`src/design/kwm_pkg.sv`:
```
package kwm_pkg;

  typedef enum logic [1:0] {
    KIND_VALUE = 2'd0,
    KIND_DONE  = 2'd1,
    KIND_ERROR = 2'd2
  } kwm_kind_t;

  // control from the sequencer to the shared min unit
  typedef struct packed {
    logic clear;
    logic take;
  } kwm_cmp_ctl_t;

  localparam int unsigned WAY_W   = 3;
  localparam int unsigned ELEM_W  = 64;
  localparam int unsigned COUNT_W = 4;

endpackage

```
`src/design/kwm_in_if.sv`:
```
interface kwm_in_if import kwm_pkg::*; ();
  logic                     valid;
  logic                     ready;
  logic [WAY_W-1:0]         source_way;
  logic signed [ELEM_W-1:0] element;
  logic                     stream_ended;

  modport source (output valid, source_way, element, stream_ended, input ready);
  modport sink (input valid, source_way, element, stream_ended, output ready);
endinterface

```
`src/design/kwm_out_if.sv`:
```
interface kwm_out_if import kwm_pkg::*; ();
  logic                     valid;
  logic                     ready;
  kwm_kind_t                kind;
  logic signed [ELEM_W-1:0] merged_value;
  logic [WAY_W-1:0]         refill_way;

  modport source (output valid, kind, merged_value, refill_way, input ready);
  modport sink (input valid, kind, merged_value, refill_way, output ready);
endinterface

```
`src/design/kwm_cfg_if.sv`:
```
interface kwm_cfg_if import kwm_pkg::*; ();
  logic               valid;
  logic               ready;
  logic [COUNT_W-1:0] ways_in_use;

  modport source (output valid, ways_in_use, input ready);
  modport sink (input valid, ways_in_use, output ready);
endinterface

```
`src/design/k_way_sorted_merge_core.sv`:
```
// k-way sorted merge core
//
// channels: req carries one item per transfer (source_way, element,
// stream_ended); rsp carries at most one result per item (kind,
// merged_value, refill_way); cfg writes ways_in_use, taken at once,
// and is meant to be written only while no item is in progress.
// an item loads a way head or marks the way ended; once every way in use
// holds a head or has ended, the smallest head goes out on rsp and that
// way must send its next value. all ways ended gives a finished result
// and clears the merge state; a bad item gives an error result.
// timing: req is taken one item at a time. the heads sit in a ram and
// one shared comparator walks them one way per cycle; a single way
// skips the scan.
// rsp is held in an output register; a new item is taken while a result
// waits, but the next result waits until rsp is free.
// reset (rst, synchronous) clears all marks, sets ways_in_use to 8 and
// empties the output register; req and cfg are not ready during reset.
module k_way_sorted_merge_core import kwm_pkg::*; #(
  parameter int unsigned WAYS = 8
) (
  input  logic      clk,
  input  logic      rst,
  kwm_in_if.sink    req,
  kwm_out_if.source rsp,
  kwm_cfg_if.sink   cfg
);

  localparam int unsigned CAP  = (WAYS < 8) ? WAYS : 8;
  localparam int unsigned AW   = (WAYS > 1) ? $clog2(WAYS) : 1;

  typedef enum logic [4:0] {
    ST_IDLE = 5'b00001,
    ST_EVAL = 5'b00010,
    ST_SCAN = 5'b00100,
    ST_LAST = 5'b01000,
    ST_EMIT = 5'b10000
  } state_t;

  state_t state, state_next;

  logic [COUNT_W-1:0] ways_in_use;
  logic [COUNT_W-1:0] n_act;
  logic [WAYS-1:0]    head_valid;
  logic [WAYS-1:0]    way_ended;
  logic [WAYS-1:0]    in_use;
  logic [WAYS-1:0]    req_sel;
  logic [WAYS-1:0]    prev_sel;
  logic [WAYS-1:0]    best_sel;
  logic               all_rdy;
  logic               all_end;
  logic               req_err;
  logic               accept;

  kwm_kind_t   res_kind;
  logic [WAY_W-1:0] scan_idx;
  logic [WAY_W-1:0] prev_idx;
  logic             prev_valid;

  logic [ELEM_W-1:0]        rd_data;
  kwm_cmp_ctl_t             cmp_ctl;
  logic                     found;
  logic signed [ELEM_W-1:0] best_value;
  logic [WAY_W-1:0]         best_way;
  logic                     rsp_free;
  logic                     rsp_load;

  function automatic logic [WAYS-1:0] way_dec(input logic [WAY_W-1:0] w);
    logic [WAYS-1:0] d;
    for (int i = 0; i < WAYS; i++) begin
      d[i] = (32'(w) == i);
    end
    return d;
  endfunction

  // zero acts as one, above the cap acts as the cap
  always_comb begin
    if (ways_in_use == '0) begin
      n_act = COUNT_W'(1);
    end else if (32'(ways_in_use) > CAP) begin
      n_act = COUNT_W'(CAP);
    end else begin
      n_act = ways_in_use;
    end
  end

  always_comb begin
    for (int i = 0; i < WAYS; i++) begin
      in_use[i] = (32'(n_act) > i);
    end
  end

  assign req_sel  = way_dec(req.source_way);
  assign prev_sel = way_dec(prev_idx);
  assign best_sel = way_dec(best_way);
  assign all_rdy  = &(head_valid | way_ended | ~in_use);
  assign all_end  = &(way_ended | ~in_use);
  assign req_err  = ({1'b0, req.source_way} >= n_act) ||
                    (|((head_valid | way_ended) & req_sel));

  assign req.ready = (state == ST_IDLE) && !rst;
  assign accept    = req.valid && req.ready;
  assign cfg.ready = !rst;
  assign rsp_free  = !rsp.valid || rsp.ready;
  assign rsp_load  = (state == ST_EMIT) && rsp_free &&
                     ((res_kind != KIND_VALUE) || found);

  always_ff @(posedge clk) begin
    if (rst) begin
      ways_in_use <= COUNT_W'(8);
    end else if (cfg.valid) begin
      ways_in_use <= cfg.ways_in_use;
    end
  end

  kwm_ram #(
    .WIDTH (ELEM_W),
    .DEPTH (WAYS)
  ) u_heads (
    .clk   (clk),
    .we    (accept && !req_err && !req.stream_ended),
    .waddr (AW'(req.source_way)),
    .wdata (req.element),
    .raddr (AW'(scan_idx)),
    .rdata (rd_data)
  );

  always_comb begin
    cmp_ctl.clear = (state == ST_EVAL);
    cmp_ctl.take  = ((state == ST_SCAN) || (state == ST_LAST)) && prev_valid &&
                    (|(head_valid & prev_sel));
  end

  kwm_min_unit u_min (
    .clk          (clk),
    .rst          (rst),
    .ctl          (cmp_ctl),
    .sample_value (signed'(rd_data)),
    .sample_way   (prev_idx),
    .found        (found),
    .best_value   (best_value),
    .best_way     (best_way)
  );

  always_comb begin
    state_next = state;
    unique case (state)
      ST_IDLE: begin
        if (accept) begin
          state_next = req_err ? ST_EMIT : ST_EVAL;
        end
      end
      ST_EVAL: begin
        if (!all_rdy) begin
          state_next = ST_IDLE;
        end else if (all_end) begin
          state_next = ST_EMIT;
        end else if (n_act == COUNT_W'(1)) begin
          state_next = ST_LAST;
        end else begin
          state_next = ST_SCAN;
        end
      end
      ST_SCAN: begin
        if ({1'b0, scan_idx} == n_act - COUNT_W'(1)) begin
          state_next = ST_LAST;
        end
      end
      ST_LAST: state_next = ST_EMIT;
      ST_EMIT: begin
        if (rsp_free) begin
          state_next = ST_IDLE;
        end
      end
      default: state_next = ST_IDLE;
    endcase
  end

  always_ff @(posedge clk) begin
    if (rst) begin
      state      <= ST_IDLE;
      head_valid <= '0;
      way_ended  <= '0;
      prev_valid <= 1'b0;
      scan_idx   <= '0;
      prev_idx   <= '0;
      res_kind   <= KIND_VALUE;
      rsp.valid  <= 1'b0;
    end else begin
      state <= state_next;
      if (rsp_load) begin
        rsp.valid <= 1'b1;
      end else if (rsp.ready) begin
        rsp.valid <= 1'b0;
      end
      unique case (state)
        ST_IDLE: begin
          if (accept) begin
            if (req_err) begin
              res_kind <= KIND_ERROR;
            end else if (req.stream_ended) begin
              way_ended <= way_ended | req_sel;
            end else begin
              head_valid <= head_valid | req_sel;
            end
          end
        end
        ST_EVAL: begin
          prev_valid <= 1'b0;
          scan_idx   <= '0;
          prev_idx   <= '0;
          if (all_rdy && all_end) begin
            head_valid <= '0;
            way_ended  <= '0;
            res_kind   <= KIND_DONE;
          end else begin
            res_kind <= KIND_VALUE;
            // single way: read of way 0 is issued here
            if (n_act == COUNT_W'(1)) begin
              prev_valid <= 1'b1;
            end
          end
        end
        ST_SCAN: begin
          prev_valid <= 1'b1;
          prev_idx   <= scan_idx;
          scan_idx   <= scan_idx + WAY_W'(1);
        end
        ST_LAST: begin
          prev_valid <= 1'b0;
          // park the read address on way 0 for the next evaluation
          scan_idx   <= '0;
        end
        ST_EMIT: begin
          if (rsp_load && res_kind == KIND_VALUE) begin
            head_valid <= head_valid & ~best_sel;
          end
        end
        default: ;
      endcase
    end
  end

  always_ff @(posedge clk) begin
    if (state == ST_EMIT && rsp_free) begin
      rsp.kind <= res_kind;
      if (res_kind == KIND_VALUE) begin
        rsp.merged_value <= best_value;
        rsp.refill_way   <= best_way;
      end else begin
        rsp.merged_value <= '0;
        rsp.refill_way   <= '0;
      end
    end
  end

endmodule

```
`src/design/kwm_ram.sv`:
```
module kwm_ram #(
  parameter int unsigned WIDTH = 64,
  parameter int unsigned DEPTH = 8
) (
  input  logic                     clk,
  input  logic                     we,
  input  logic [$clog2(DEPTH)-1:0] waddr,
  input  logic [WIDTH-1:0]         wdata,
  input  logic [$clog2(DEPTH)-1:0] raddr,
  output logic [WIDTH-1:0]         rdata
);

  logic [WIDTH-1:0] mem [DEPTH];

  always_ff @(posedge clk) begin
    if (we) begin
      mem[waddr] <= wdata;
    end
    rdata <= mem[raddr];
  end

endmodule

```
`src/design/kwm_min_unit.sv`:
```
module kwm_min_unit import kwm_pkg::*; (
  input  logic                     clk,
  input  logic                     rst,
  input  kwm_cmp_ctl_t             ctl,
  input  logic signed [ELEM_W-1:0] sample_value,
  input  logic [WAY_W-1:0]         sample_way,
  output logic                     found,
  output logic signed [ELEM_W-1:0] best_value,
  output logic [WAY_W-1:0]         best_way
);

  logic better;

  // strict less keeps the earlier (lower) way on ties
  assign better = !found || (sample_value < best_value);

  always_ff @(posedge clk) begin
    if (rst) begin
      found <= 1'b0;
    end else if (ctl.clear) begin
      found <= 1'b0;
    end else if (ctl.take && better) begin
      found <= 1'b1;
    end
  end

  always_ff @(posedge clk) begin
    if (!ctl.clear && ctl.take && better) begin
      best_value <= sample_value;
      best_way   <= sample_way;
    end
  end

endmodule
```
`src/flat_wrapper.sv`:
```
// flat-port wrapper written by rule: the top's interface ports become plain ports
module k_way_sorted_merge_core_flat import kwm_pkg::*;
#(
  parameter int unsigned WAYS = 8
)
  (clk, rst, req_valid, req_source_way, req_element, req_stream_ended, req_ready, rsp_valid, rsp_kind, rsp_merged_value, rsp_refill_way, rsp_ready, cfg_valid, cfg_ways_in_use, cfg_ready);
  kwm_in_if req_i ();
  kwm_out_if rsp_i ();
  kwm_cfg_if cfg_i ();
  input  logic clk;
  input  logic rst;
  input wire logic [$bits(req_i.valid)-1:0] req_valid;
  input wire logic [$bits(req_i.source_way)-1:0] req_source_way;
  input wire logic [$bits(req_i.element)-1:0] req_element;
  input wire logic [$bits(req_i.stream_ended)-1:0] req_stream_ended;
  output wire logic [$bits(req_i.ready)-1:0] req_ready;
  output wire logic [$bits(rsp_i.valid)-1:0] rsp_valid;
  output wire logic [$bits(rsp_i.kind)-1:0] rsp_kind;
  output wire logic [$bits(rsp_i.merged_value)-1:0] rsp_merged_value;
  output wire logic [$bits(rsp_i.refill_way)-1:0] rsp_refill_way;
  input wire logic [$bits(rsp_i.ready)-1:0] rsp_ready;
  input wire logic [$bits(cfg_i.valid)-1:0] cfg_valid;
  input wire logic [$bits(cfg_i.ways_in_use)-1:0] cfg_ways_in_use;
  output wire logic [$bits(cfg_i.ready)-1:0] cfg_ready;
  assign req_i.valid = req_valid;
  assign req_i.source_way = req_source_way;
  assign req_i.element = req_element;
  assign req_i.stream_ended = req_stream_ended;
  assign req_ready = req_i.ready;
  assign rsp_valid = rsp_i.valid;
  assign rsp_kind = rsp_i.kind;
  assign rsp_merged_value = rsp_i.merged_value;
  assign rsp_refill_way = rsp_i.refill_way;
  assign rsp_i.ready = rsp_ready;
  assign cfg_i.valid = cfg_valid;
  assign cfg_i.ways_in_use = cfg_ways_in_use;
  assign cfg_ready = cfg_i.ready;
  k_way_sorted_merge_core #(.WAYS(WAYS)) u_core (.clk(clk), .rst(rst), .req(req_i), .rsp(rsp_i), .cfg(cfg_i));
endmodule
```
`config.mk`:
```
export PLATFORM = sky130hd
export DESIGN_NAME = k_way_sorted_merge_core_flat
export DESIGN_NICKNAME = d
export VERILOG_FILES = /design/src/design/kwm_pkg.sv /design/src/design/kwm_in_if.sv /design/src/design/kwm_out_if.sv /design/src/design/kwm_cfg_if.sv /design/src/design/k_way_sorted_merge_core.sv /design/src/design/kwm_ram.sv /design/src/design/kwm_min_unit.sv /design/src/flat_wrapper.sv
export SDC_FILE = /design/constraint.sdc
export NUM_CORES = 1
export LEC_CHECK = 0
export BUFFER_PORTS_ARGS = -buffer_cell sky130_fd_sc_hd__buf_4
export CELL_PAD_IN_SITES_DETAIL_PLACEMENT = 0
export CELL_PAD_IN_SITES_GLOBAL_PLACEMENT = 2
export CORE_ASPECT_RATIO = 0.75
export CORE_MARGIN = 2
export CORE_UTILIZATION = 45
export CTS_CLUSTER_SIZE = 14
export DETAILED_ROUTE_END_ITERATION = 16
export GPL_TIMING_DRIVEN = 0
export PLACE_DENSITY_LB_ADDON = 0.12
export SETUP_SLACK_MARGIN = 0.05
export SLEW_MARGIN = 10
export SYNTH_ARGS = -nofsm -noshare
export SYNTH_HDL_FRONTEND = slang
export SYNTH_HIERARCHICAL = 1
export SYNTH_SLANG_ARGS = --single-unit
```
`constraint.sdc`:
```
create_clock -name clk -period 11.4 [get_ports clk]
set_input_delay 2.28 -clock clk [delete_from_list [all_inputs] [get_ports clk]]
set_output_delay 2.28 -clock clk [all_outputs]
set_load 0.01 [all_outputs]
```
# Yosys cells after proc, flatten, opt, wreduce, memory -nomap -nowiden
# Memory sizes are Yosys's and may differ from the RTL's. A register that Yosys moved wholly into a read port is not among the register bits.
# Index checks and enable logic that the tools add are counted.
# Widths: inputs -> output; s select.
[classes]
add_sub_neg = 2
n_lt_le_gt_ge = 11
eq_ne = 37
n_mux = 33
n_bitwise = 10
reduce_logical = 46
[op_table]
columns = ["cell", "count"]
rows = [
  ["$lt 64x64->1", 1],
  ["$mux 8", 8],
  ["$or 8x8->8", 5],
  ["$eq 3x3->1 const B", 12],
  ["$mux 5", 6],
  ["$pmux 5 s5", 1],
  ["$and 8x8->8", 3],
  ["$pmux 8 s3", 1],
  ["$eq 3x2->1 const B", 6],
  ["$gt 4x3->1 const B", 4],
  ["$not 8->8", 2],
  ["$pmux 8 s2", 1],
  ["$reduce_and 8->1", 2],
  ["$reduce_or 8->1", 2],
  ["$logic_and 1x1->1", 13],
  ["$mux 4", 3],
  ["$pmux 3 s2", 2],
  ["$ne 2x1->1 const B", 5],
  ["$reduce_bool 2->1", 5],
  ["$eq 3x1->1 const B", 3],
  ["$logic_not 3->1", 3],
  ["$gt 4x1->1 const B", 2],
  ["$gt 4x2->1 const B", 2],
  ["$ne 2x2->1 const B", 4],
  ["other kinds (24)", 43],
]
[totals]
ff_bits = 172
mem_bits_rw = 512
inputBits = 77
output_inout_bits = 72
elab_cells = 155
n_memories = 1
[mem_list]
columns = ["memory", "depth", "width", "read_ports", "rd_ports_with_merged_regs", "wr", "line_no", "text"]
rows = [
  ["u_core.u_heads.mem", 8, 64, 1, 1, 1, "kwm_ram.sv:13", "logic [WIDTH-1:0] mem [DEPTH];"],
]

# Depth between registers and ports, before layout
# Gate-level depths: netlist of run 1.
[depth]
word_depth = 10
ltp_mapped = 12
mapped_depth_nobuf = 12

# Hierarchy
# Netlist of run 1, hierarchy kept.
[by_module_without_submodules]
columns = ["mod", "n_inst", "cells_each", "area_each_um2", "seq_area_each_um2"]
rows = [
  ["kwm_ram", 1, 816, 20547.2, 16656.0],
  ["k_way_sorted_merge_core", 1, 403, 4677.0, 2772.7],
  ["kwm_min_unit", 1, 299, 3699.8, 2031.9],
]

# Worst setup path after synthesis of run 1
# Ideal clock, no wire load.
[synth_path]
path_type = "in2reg"
start = "input req_source_way[0]"
end = "memory u_core.u_heads.mem[0][0] (enable)"
setup_time_ns = 0.565
arrival_time_ns = 7.909
required_time_ns = 10.835
slack_ns = 2.925
stages = 10
n_path_buf = 0
path_cell_list = "inv_1 ha_1 nand2b_1 a211oi_1 nor3_1 nor3_2 and2_1 nor2b_1 nand2b_1 nor3_1"
[synth_between]
elab_chain_len = 9
[synth_rtl]
columns = ["element", "line_no", "text"]
rows = [
  ["start, declared", "flat_wrapper.sv:13", "input wire logic [$bits(req_i.source_way)-1:0] req_source_way;"],
  ["$eq 3x1->1, or another cell as far along", "k_way_sorted_merge_core.sv:70", "d[i] = (32'(w) == i);"],
  ["$and 8x8->8", "k_way_sorted_merge_core.sv:98", "(|((head_valid | way_ended) & req_sel));"],
  ["$reduce_or 8->1", "k_way_sorted_merge_core.sv:98", ""],
  ["$logic_or 1x1->1", "k_way_sorted_merge_core.sv:97", "assign req_err = ({1'b0, req.source_way} >= n_act) ||"],
  ["$logic_not 1->1", "k_way_sorted_merge_core.sv:120", ".we (accept && !req_err && !req.stream_ended),"],
  ["$logic_and 1x1->1 (2 in a row)", "k_way_sorted_merge_core.sv:120", ""],
  ["$mux 1", "kwm_ram.sv:16", "if (we) begin"],
  ["$mux 1 (not written as such)", "kwm_ram.sv:17", "mem[waddr] <= wdata;"],
  ["end, declared", "kwm_ram.sv:13", ""],
]
# Parallel ways exist; a longest one is shown, timed or not.

# Worst setup path after layout of run 1
[layout_path]
start = "input rst"
end = "output req_ready"
[layout_between]
elab_chain_len = 2
[layout_rtl]
columns = ["element", "line_no", "text"]
rows = [
  ["start, declared", "flat_wrapper.sv:11", "input logic rst;"],
  ["$logic_not 1->1", "k_way_sorted_merge_core.sv:100", "assign req.ready = (state == ST_IDLE) && !rst;"],
  ["$logic_and 1x1->1", "k_way_sorted_merge_core.sv:100", ""],
  ["end, declared", "flat_wrapper.sv:16", "output wire logic [$bits(req_i.ready)-1:0] req_ready;"],
]
# No other way between the ends.

==> results of run 1 <==
## metal layers
layer | up-vias | global-route usage | wire length (um)
li1 | 6555 | - | -
met4 | 8 | 0.0516 | 1290
met1 | 7376 | 0.282 | 29500
met2 | 337 | 0.288 | 28400
met3 | 96 | 0.0394 | 3240
met5 | - | 0 | 58
## logic make-up after synthesis
| kind of cell | after synthesis | share of synthesized area |
|---|---|---|
| DFF | 748 | 0.742 |
| buffers and inverters | 133 | 0.0209 |
| xor gates and xnor gates | 7 | 0.00212 |
| and+or+nand+nor | 235 | 0.0475 |
| muxes | 198 | 0.128 |
| AOI/OAI and AO/OA | 126 | 0.0293 |
| adders and majority gates | 71 | 0.0307 |
## power by group through the flow
| stage | clock (mW) | sequential, mW | combinational [mW] |
|---|---|---|---|
| global route | 2.60 | 2.99 | 0.135 |
| detailed placement | 0 | 3.05 | 0.124 |
| CTS | 2.50 | 2.99 | 0.125 |
| global placement | 0 | 3.06 | 0.115 |
| floorplan | 0 | 3.06 | 0.0453 |
| finish | 2.43 | 2.99 | 0.123 |
## cell type report
type,count,area share
diodes,1,0.0000731
plain buffers,50,0.00855
clock buffers,103,0.0612
clock inverters,37,0.00994
inverters,83,0.00910
multi-input cells,637,0.202
flip-flops and latches,748,0.627
well taps,861,0.0315
repair buffers,190,0.0509
## registers in the layout, indices dropped and copies added, names as in the netlist
signal and flops:
u_core/u_heads/mem 512, u_core/rsp.merged_value 64, u_core/u_heads/rdata 64, u_core/u_min/best_value 64, u_core/head_valid 8, u_core/way_ended 8, u_core/state 5, u_core/ways_in_use 4
u_core/prev_idx 3, u_core/rsp.refill_way 3, u_core/scan_idx 3, u_core/u_min/best_way 3, u_core/res_kind 2, u_core/rsp.kind 2, u_core/prev_valid 1, u_core/rsp.valid 1
u_core/u_min/found 1
## how the worst max path moves through the flow
stage	end	slack (ns)	start	depth (start not counted)
global route	req_ready	5.67	rst	5
floorplan	u_core/u_heads/mem[0][0]$_DFFE_PP_	2.93	req_source_way[0]	10
detailed placement	u_core/u_heads/mem[0][27]$_DFFE_PP_	5.52	req_source_way[0]	14
global placement	u_core/u_heads/mem[4][26]$_DFFE_PP_	-2.68	req_source_way[0]	11
CTS	req_ready	5.75	rst	5
finish	req_ready	5.76	rst	5
## placed cells by master, fill, tap and decap left out, types with 39 or more instances in the layout
cell,synthesis,routed
mux4_2,130,130
mux2_2,64,64
edfxtp_1,648,648
and2_1,71,70
inv_1,81,81
a21oi_1,42,42
ha_1,71,71
buf_4,5,166
dfxtp_1,100,100
nand2_1,39,39
clkbuf_16,0,77
clkbuf_1,20,39
==> impl_metrics.env, run 1 <==
export IMPL_comb_power_share=0.022
export IMPL_seqPwrFrac=0.540
export IMPL_post_route_period_util=0.495
export IMPL_antenna_found_initial=5
export IMPL_setup_ws_ns=5.76
export IMPL_cts_max_level=3
export IMPL_status="complete, no violations"
export IMPL_core_area_mm2=0.0636
export IMPL_criticalPathCategory="in2out"
export IMPL_cts_hold_buf=0
export IMPL_synth_most_common_cell="edfxtp_1"
export IMPL_synth_cell_types=75
export IMPL_cts_sinks=748
export IMPL_timing_hold_ws_ns=0.432
export IMPL_io_buffer_count=147
export IMPL_min_path_type="reg2reg"
export IMPL_ant_nets=0
export IMPL_grt_total_usage=0.190
export IMPL_hold_viol_final=0
export IMPL_synth_top_cell_by_area="edfxtp_1"
export IMPL_clock_latency_ns=0.61
export IMPL_setup_violations=0
export IMPL_dpl_hpwl_um=41300
export IMPL_fillers=4996
export IMPL_cts_setup_buffers=0
export IMPL_regToRegSetupSlack_ns=7.00
export IMPL_min_from="u_core/u_heads/rdata[38]$_DFF_P_"
export IMPL_ys_seq_area_frac=0.742
export IMPL_finalNonFillerCells=2710
export IMPL_netlist_area_mm2=0.0289
export IMPL_yosys_top_cells_count="648 x edfxtp_1, 130 x mux4_2, 100 x dfxtp_1"
export IMPL_synth_edf_count=648
export IMPL_p_sw_frac=0.200
export IMPL_clkTransAtPathRegs_ns=0.06
export IMPL_pre_cts_ws_ns=5.52
export IMPL_grt_pass1_wl_um=93400
export IMPL_worstPathArrival_ns=3.36
export IMPL_start_util=0.455
export IMPL_critPathMaxStageDelay_ns=0.46
export IMPL_slew_limit_headroom=0.331
export IMPL_gp_congestion=0.801
export IMPL_final_max_slew_viol_count=0
export IMPL_die_area_mm2=0.0663
export IMPL_reg2reg_to="u_core/u_heads/mem[0][23]$_DFFE_PP_"
export IMPL_cts_resized=0
export IMPL_multi_input_area_mm2=0.00693
export IMPL_path_buf_inv=4
export IMPL_grt_max_degree=39
export IMPL_grt_pass1_vias=14533
export IMPL_crit_path_cell_trace="buf_4 > clkbuf_1 > clkbuf_1 > nor2_1 > buf_4"
export IMPL_leakage_nw=11.6
export IMPL_power_density_mw_per_mm2=162
export IMPL_power_internal_mw=4.44
export IMPL_cts_buffer_depth=3
export IMPL_dieWidth_um=297
export IMPL_drt_pre_antenna_iters=5
export IMPL_cts_buffers=75
export IMPL_remaining_drc_errors=0
export IMPL_fin_skew_ns=0.0141
export IMPL_r2r_cells=14
export IMPL_fmax_ghz=0.177
export IMPL_critical_path_peak_fanout=10
export IMPL_switchingPower_mw=1.11
export IMPL_avgViaCountPerCell=5.30
export IMPL_routed_wl_um=62500
export IMPL_synthFlopType="edfxtp_1"
export IMPL_syn_num_nets=1666
export IMPL_power_mw=5.55
export IMPL_worstHoldEndpoint="u_core/u_min/best_value[38]$_DFFE_PP_"
export IMPL_placed_area_mm2=0.0318
export IMPL_synth_top_cell_area_share=0.673
export IMPL_max_cap_violations=0
export IMPL_final_util=0.539
export IMPL_finalSetupTns_ns=0
export IMPL_cp_end_kind="output port"
export IMPL_final_area_mm2=0.0342
export IMPL_tightest_slew_ns=0.979
export IMPL_final_nets=1933
export IMPL_slowest_stage="clkbuf_1"
export IMPL_netlist_instances=1518
export IMPL_io_pins=149
export IMPL_gr_total_overflow=0
export IMPL_die_h_um=224
export IMPL_netlist_top_cells_area="edfxtp_1 67%, mux4_2 10%, dfxtp_1 6.9%"
export IMPL_seqCellArea_mm2=0.0215
export IMPL_holdPathStages=0
export IMPL_timing_rr_start="u_core/ways_in_use[3]$_SDFFE_PP1P_"
export IMPL_cts_root_buffer="clkbuf_16"
export IMPL_dp_cells=2569
export IMPL_start_kind="input pin"
export IMPL_synth_seq_cells=748
export IMPL_num_rows=80
export IMPL_period_needed_ns=5.64
export IMPL_drive_gt1_frac=0.297
export IMPL_cp_top_family="buffers and inverters"
export IMPL_dr_total_vias=14372
export IMPL_cts_tree="yes"
export IMPL_wl_per_cell_um=23.1
export IMPL_rsz0062_at_grt="no"
export IMPL_clkPwrFrac=0.438
export IMPL_async_flop_share=0
export IMPL_syn_mean_instance_area_um2=19.1
export IMPL_required_ns=9.12
export IMPL_synthToLayoutAreaGrowth_pct=18.4
export IMPL_drtIter0Drc=1087
export IMPL_yosysWarnings=6
export IMPL_max_vdd_ir_drop_mv=0.110
Power figures use the tool's default switching activity.
==> inputs of run 2 (changes only) <==
--- a/config.mk
+++ b/config.mk
@@ -5,12 +5,13 @@
 export SDC_FILE = /design/constraint.sdc
 export NUM_CORES = 1
 export LEC_CHECK = 0
+export ABC_AREA = 1
 export BUFFER_PORTS_ARGS = -buffer_cell sky130_fd_sc_hd__buf_4
 export CELL_PAD_IN_SITES_DETAIL_PLACEMENT = 0
 export CELL_PAD_IN_SITES_GLOBAL_PLACEMENT = 2
 export CORE_ASPECT_RATIO = 0.75
 export CORE_MARGIN = 2
-export CORE_UTILIZATION = 45
+export CORE_UTILIZATION = 40
 export CTS_CLUSTER_SIZE = 14
 export DETAILED_ROUTE_END_ITERATION = 16
 export GPL_TIMING_DRIVEN = 0
==> constraint.sdc (replaced) <==
create_clock -name clk -period 5.5 [get_ports clk]
set_input_delay 1.1 -clock clk [delete_from_list [all_inputs] [get_ports clk]]
set_output_delay 1.1 -clock clk [all_outputs]
set_load 0.01 [all_outputs]
==> run 2 against run 1 <==
  * Setup slack got worse by 4.0 ns
  * Die area rose by 25%
  * Wire length rose by 37%
  * Critical path depth rose by 11
  * First-iteration DRC count rose by 49%
  * Combinational power rose to 4.6 times the previous value
  * Clock skew rose by 0.014 ns
  * Non-clock buffer count rose by 48
  * Clock power rose by 120%
  * Flip-flop and latch count did not move
  * Sequential share of layout area fell by 6.4 points
  * Sequential power rose by 110%
==> impl_metrics.env, run 2 <==
export IMPL_status="complete, no violations"
export IMPL_gp_congestion=0.803
export IMPL_power_mw=12.2
export IMPL_die_area_mm2=0.0832
export IMPL_dpl_hpwl_um=57800
export IMPL_multi_input_area_mm2=0.00760
export IMPL_switchingPower_mw=2.63
export IMPL_comb_power_share=0.046
export IMPL_cts_hold_buf=0
export IMPL_timing_hold_ws_ns=0.433
export IMPL_required_ns=5.84
export IMPL_final_area_mm2=0.0381
export IMPL_synth_most_common_cell="nand2_1"
export IMPL_largest_register_ffs=512
export IMPL_final_nets=3615
export IMPL_cp_end_kind="flop"
export IMPL_yosysWarnings=6
export IMPL_routed_wl_um=85300
export IMPL_top_register="u_core/u_heads/mem"
export IMPL_synthToLayoutAreaGrowth_pct=17.8
export IMPL_clock_latency_ns=0.64
export IMPL_wl_per_cell_um=18.6
export IMPL_period_needed_ns=3.70
export IMPL_io_buffer_count=148
export IMPL_tightest_slew_ns=1.10
export IMPL_grt_pass1_vias=20775
export IMPL_fillers=7427
export IMPL_syn_mean_instance_area_um2=10.1
export IMPL_seqCellArea_mm2=0.0215
export IMPL_num_rows=90
export IMPL_clkTransAtPathRegs_ns=0.05
export IMPL_synth_seq_cells=748
export IMPL_grt_pass1_wl_um=128000
export IMPL_ant_nets=0
export IMPL_seqPwrFrac=0.512
export IMPL_start_kind="flop"
export IMPL_synthFlopType="edfxtp_1"
export IMPL_power_internal_mw=9.62
export IMPL_synth_top_cell_by_area="edfxtp_1"
export IMPL_syn_num_nets=3356
export IMPL_clkPwrFrac=0.441
export IMPL_finalSetupTns_ns=0
export IMPL_placed_area_mm2=0.0355
export IMPL_final_max_slew_viol_count=0
export IMPL_slew_limit_headroom=0.265
export IMPL_post_route_period_util=0.672
export IMPL_drtIter0Drc=1625
export IMPL_power_density_mw_per_mm2=321
export IMPL_rsz0062_at_grt="no"
export IMPL_critical_path_peak_fanout=17
export IMPL_fmax_ghz=0.271
export IMPL_drive_gt1_frac=0.120
export IMPL_antenna_cells=0
export IMPL_cts_root_buffer="clkbuf_16"
export IMPL_layout_commonest_cell="nand2_1"
export IMPL_io_pins=149
export IMPL_grt_total_usage=0.206
export IMPL_setup_violations=0
export IMPL_min_path_type="reg2reg"
export IMPL_drt_pre_antenna_iters=8
export IMPL_core_area_mm2=0.0803
export IMPL_ys_seq_area_frac=0.663
export IMPL_cts_setup_buffers=0
export IMPL_cts_buffer_depth=3
export IMPL_cts_resized=0
export IMPL_yosys_top_cells_count="967 x nand2_1, 710 x inv_1, 648 x edfxtp_1"
export IMPL_synth_top_cell_area_share=0.602
export IMPL_netlist_instances=3208
export IMPL_dieWidth_um=332
export IMPL_fin_skew_ns=0.0283
export IMPL_gr_total_overflow=0
export IMPL_max_cap_violations=0
export IMPL_worstPathArrival_ns=4.03
export IMPL_final_cell_mix="967 x nand2_1, 710 x inv_1, 648 x edfxtp_1"
export IMPL_netlist_area_mm2=0.0323
export IMPL_netlist_top_cells_area="edfxtp_1 60%, nand2_1 11%, inv_1 8.2%"
export IMPL_hold_viol_final=0
export IMPL_dr_total_vias=21473
export IMPL_async_flop_share=0
export IMPL_synth_cell_types=44
export IMPL_criticalPathCategory="reg2reg"
export IMPL_max_vdd_ir_drop_mv=0.260
export IMPL_start_util=0.403
export IMPL_cts_sinks=748
export IMPL_leakage_nw=17.3
export IMPL_cts_tree="yes"
export IMPL_cts_max_level=3
export IMPL_avgViaCountPerCell=4.68
export IMPL_synth_edf_count=648
export IMPL_die_h_um=250
export IMPL_remaining_drc_errors=0
export IMPL_p_sw_frac=0.215
export IMPL_antenna_found_initial=3
export IMPL_grt_max_degree=28
export IMPL_cts_buffers=79
run 2: cells by family after synthesis:
group,Yosys count,synth area share
buf+inv,827,0.104
compound gates,104,0.0183
flops,748,0.663
xor+xnor,3,0.000812
fa+ha+maj,71,0.0275
simple gates,1455,0.186
run 2: power by group through the flow:
stage | logic, mW | registers [mW] | clock network [mW]
after floorplan | 0.302 | 6.40 | 0
after global routing | 0.638 | 6.28 | 5.76
after CTS | 0.572 | 6.27 | 5.55
after global placement | 0.542 | 6.40 | 0
after detailed placement | 0.570 | 6.39 | 0
final | 0.566 | 6.27 | 5.40
run 2: final cells by class:
class	count	share of cell area
plain buffers	110	0.0176
flip-flops and latches	748	0.563
inverters	717	0.0706
clock inverters	39	0.0106
clock buffers	105	0.0577
multi-input cells	1633	0.199
repair buffers	178	0.0463
well taps	1058	0.0347
run 2: final timing paths:
| path | from | endpoint | slack, ns | depth (start not counted) |
|---|---|---|---|---|
| setup / recovery | u_core/ways_in_use[2]$_SDFFE_PP0P_ | u_core/u_heads/mem[0][59]$_DFFE_PP_ | 1.80 | 16 |
| hold reg to reg | u_core/u_heads/rdata[36]$_DFF_P_ | u_core/u_min/best_value[36]$_DFFE_PP_ | 0.43 | 0 |
| hold / removal | u_core/u_heads/rdata[36]$_DFF_P_ | u_core/u_min/best_value[36]$_DFFE_PP_ | 0.43 | 0 |
| setup reg to reg | u_core/ways_in_use[2]$_SDFFE_PP0P_ | u_core/u_heads/mem[0][59]$_DFFE_PP_ | 1.80 | 16 |
run 2: metal layers:
metal  vias to the layer above  GRT usage  wire [um]
li1                      10635          -          -
met1                     10258      0.300      41500
met2                       460      0.319      37700
met3                       116     0.0400       4410
met4                         4     0.0475       1700
met5                         -          0         22
run 2: stage by stage:
stage	utilization	setup WS, ns	cells
final	0.475	1.80	4588
after global routing	0.475	1.54	4588
after CTS	0.475	1.75	4588
after detailed placement	0.442	1.30	4444
after global placement	0.433	-3.77	4414
after floorplan	-	0.191	3208
run 2: critical path, cell delays in order (launching register included):
cell and delay (ns):
dfxtp_1 0.36, inv_2 0.12, nand2_1 0.06, a21oi_1 0.18, inv_1 0.12, ha_1 0.30, nand2_1 0.07, nand2_1 0.04
nand2_1 0.05, nand2_1 0.04, nor2_1 0.16, nand3_2 0.17, nor3_1 0.22, nand2_1 0.28, nor2_4 0.71, buf_12 0.28
buf_12 0.20
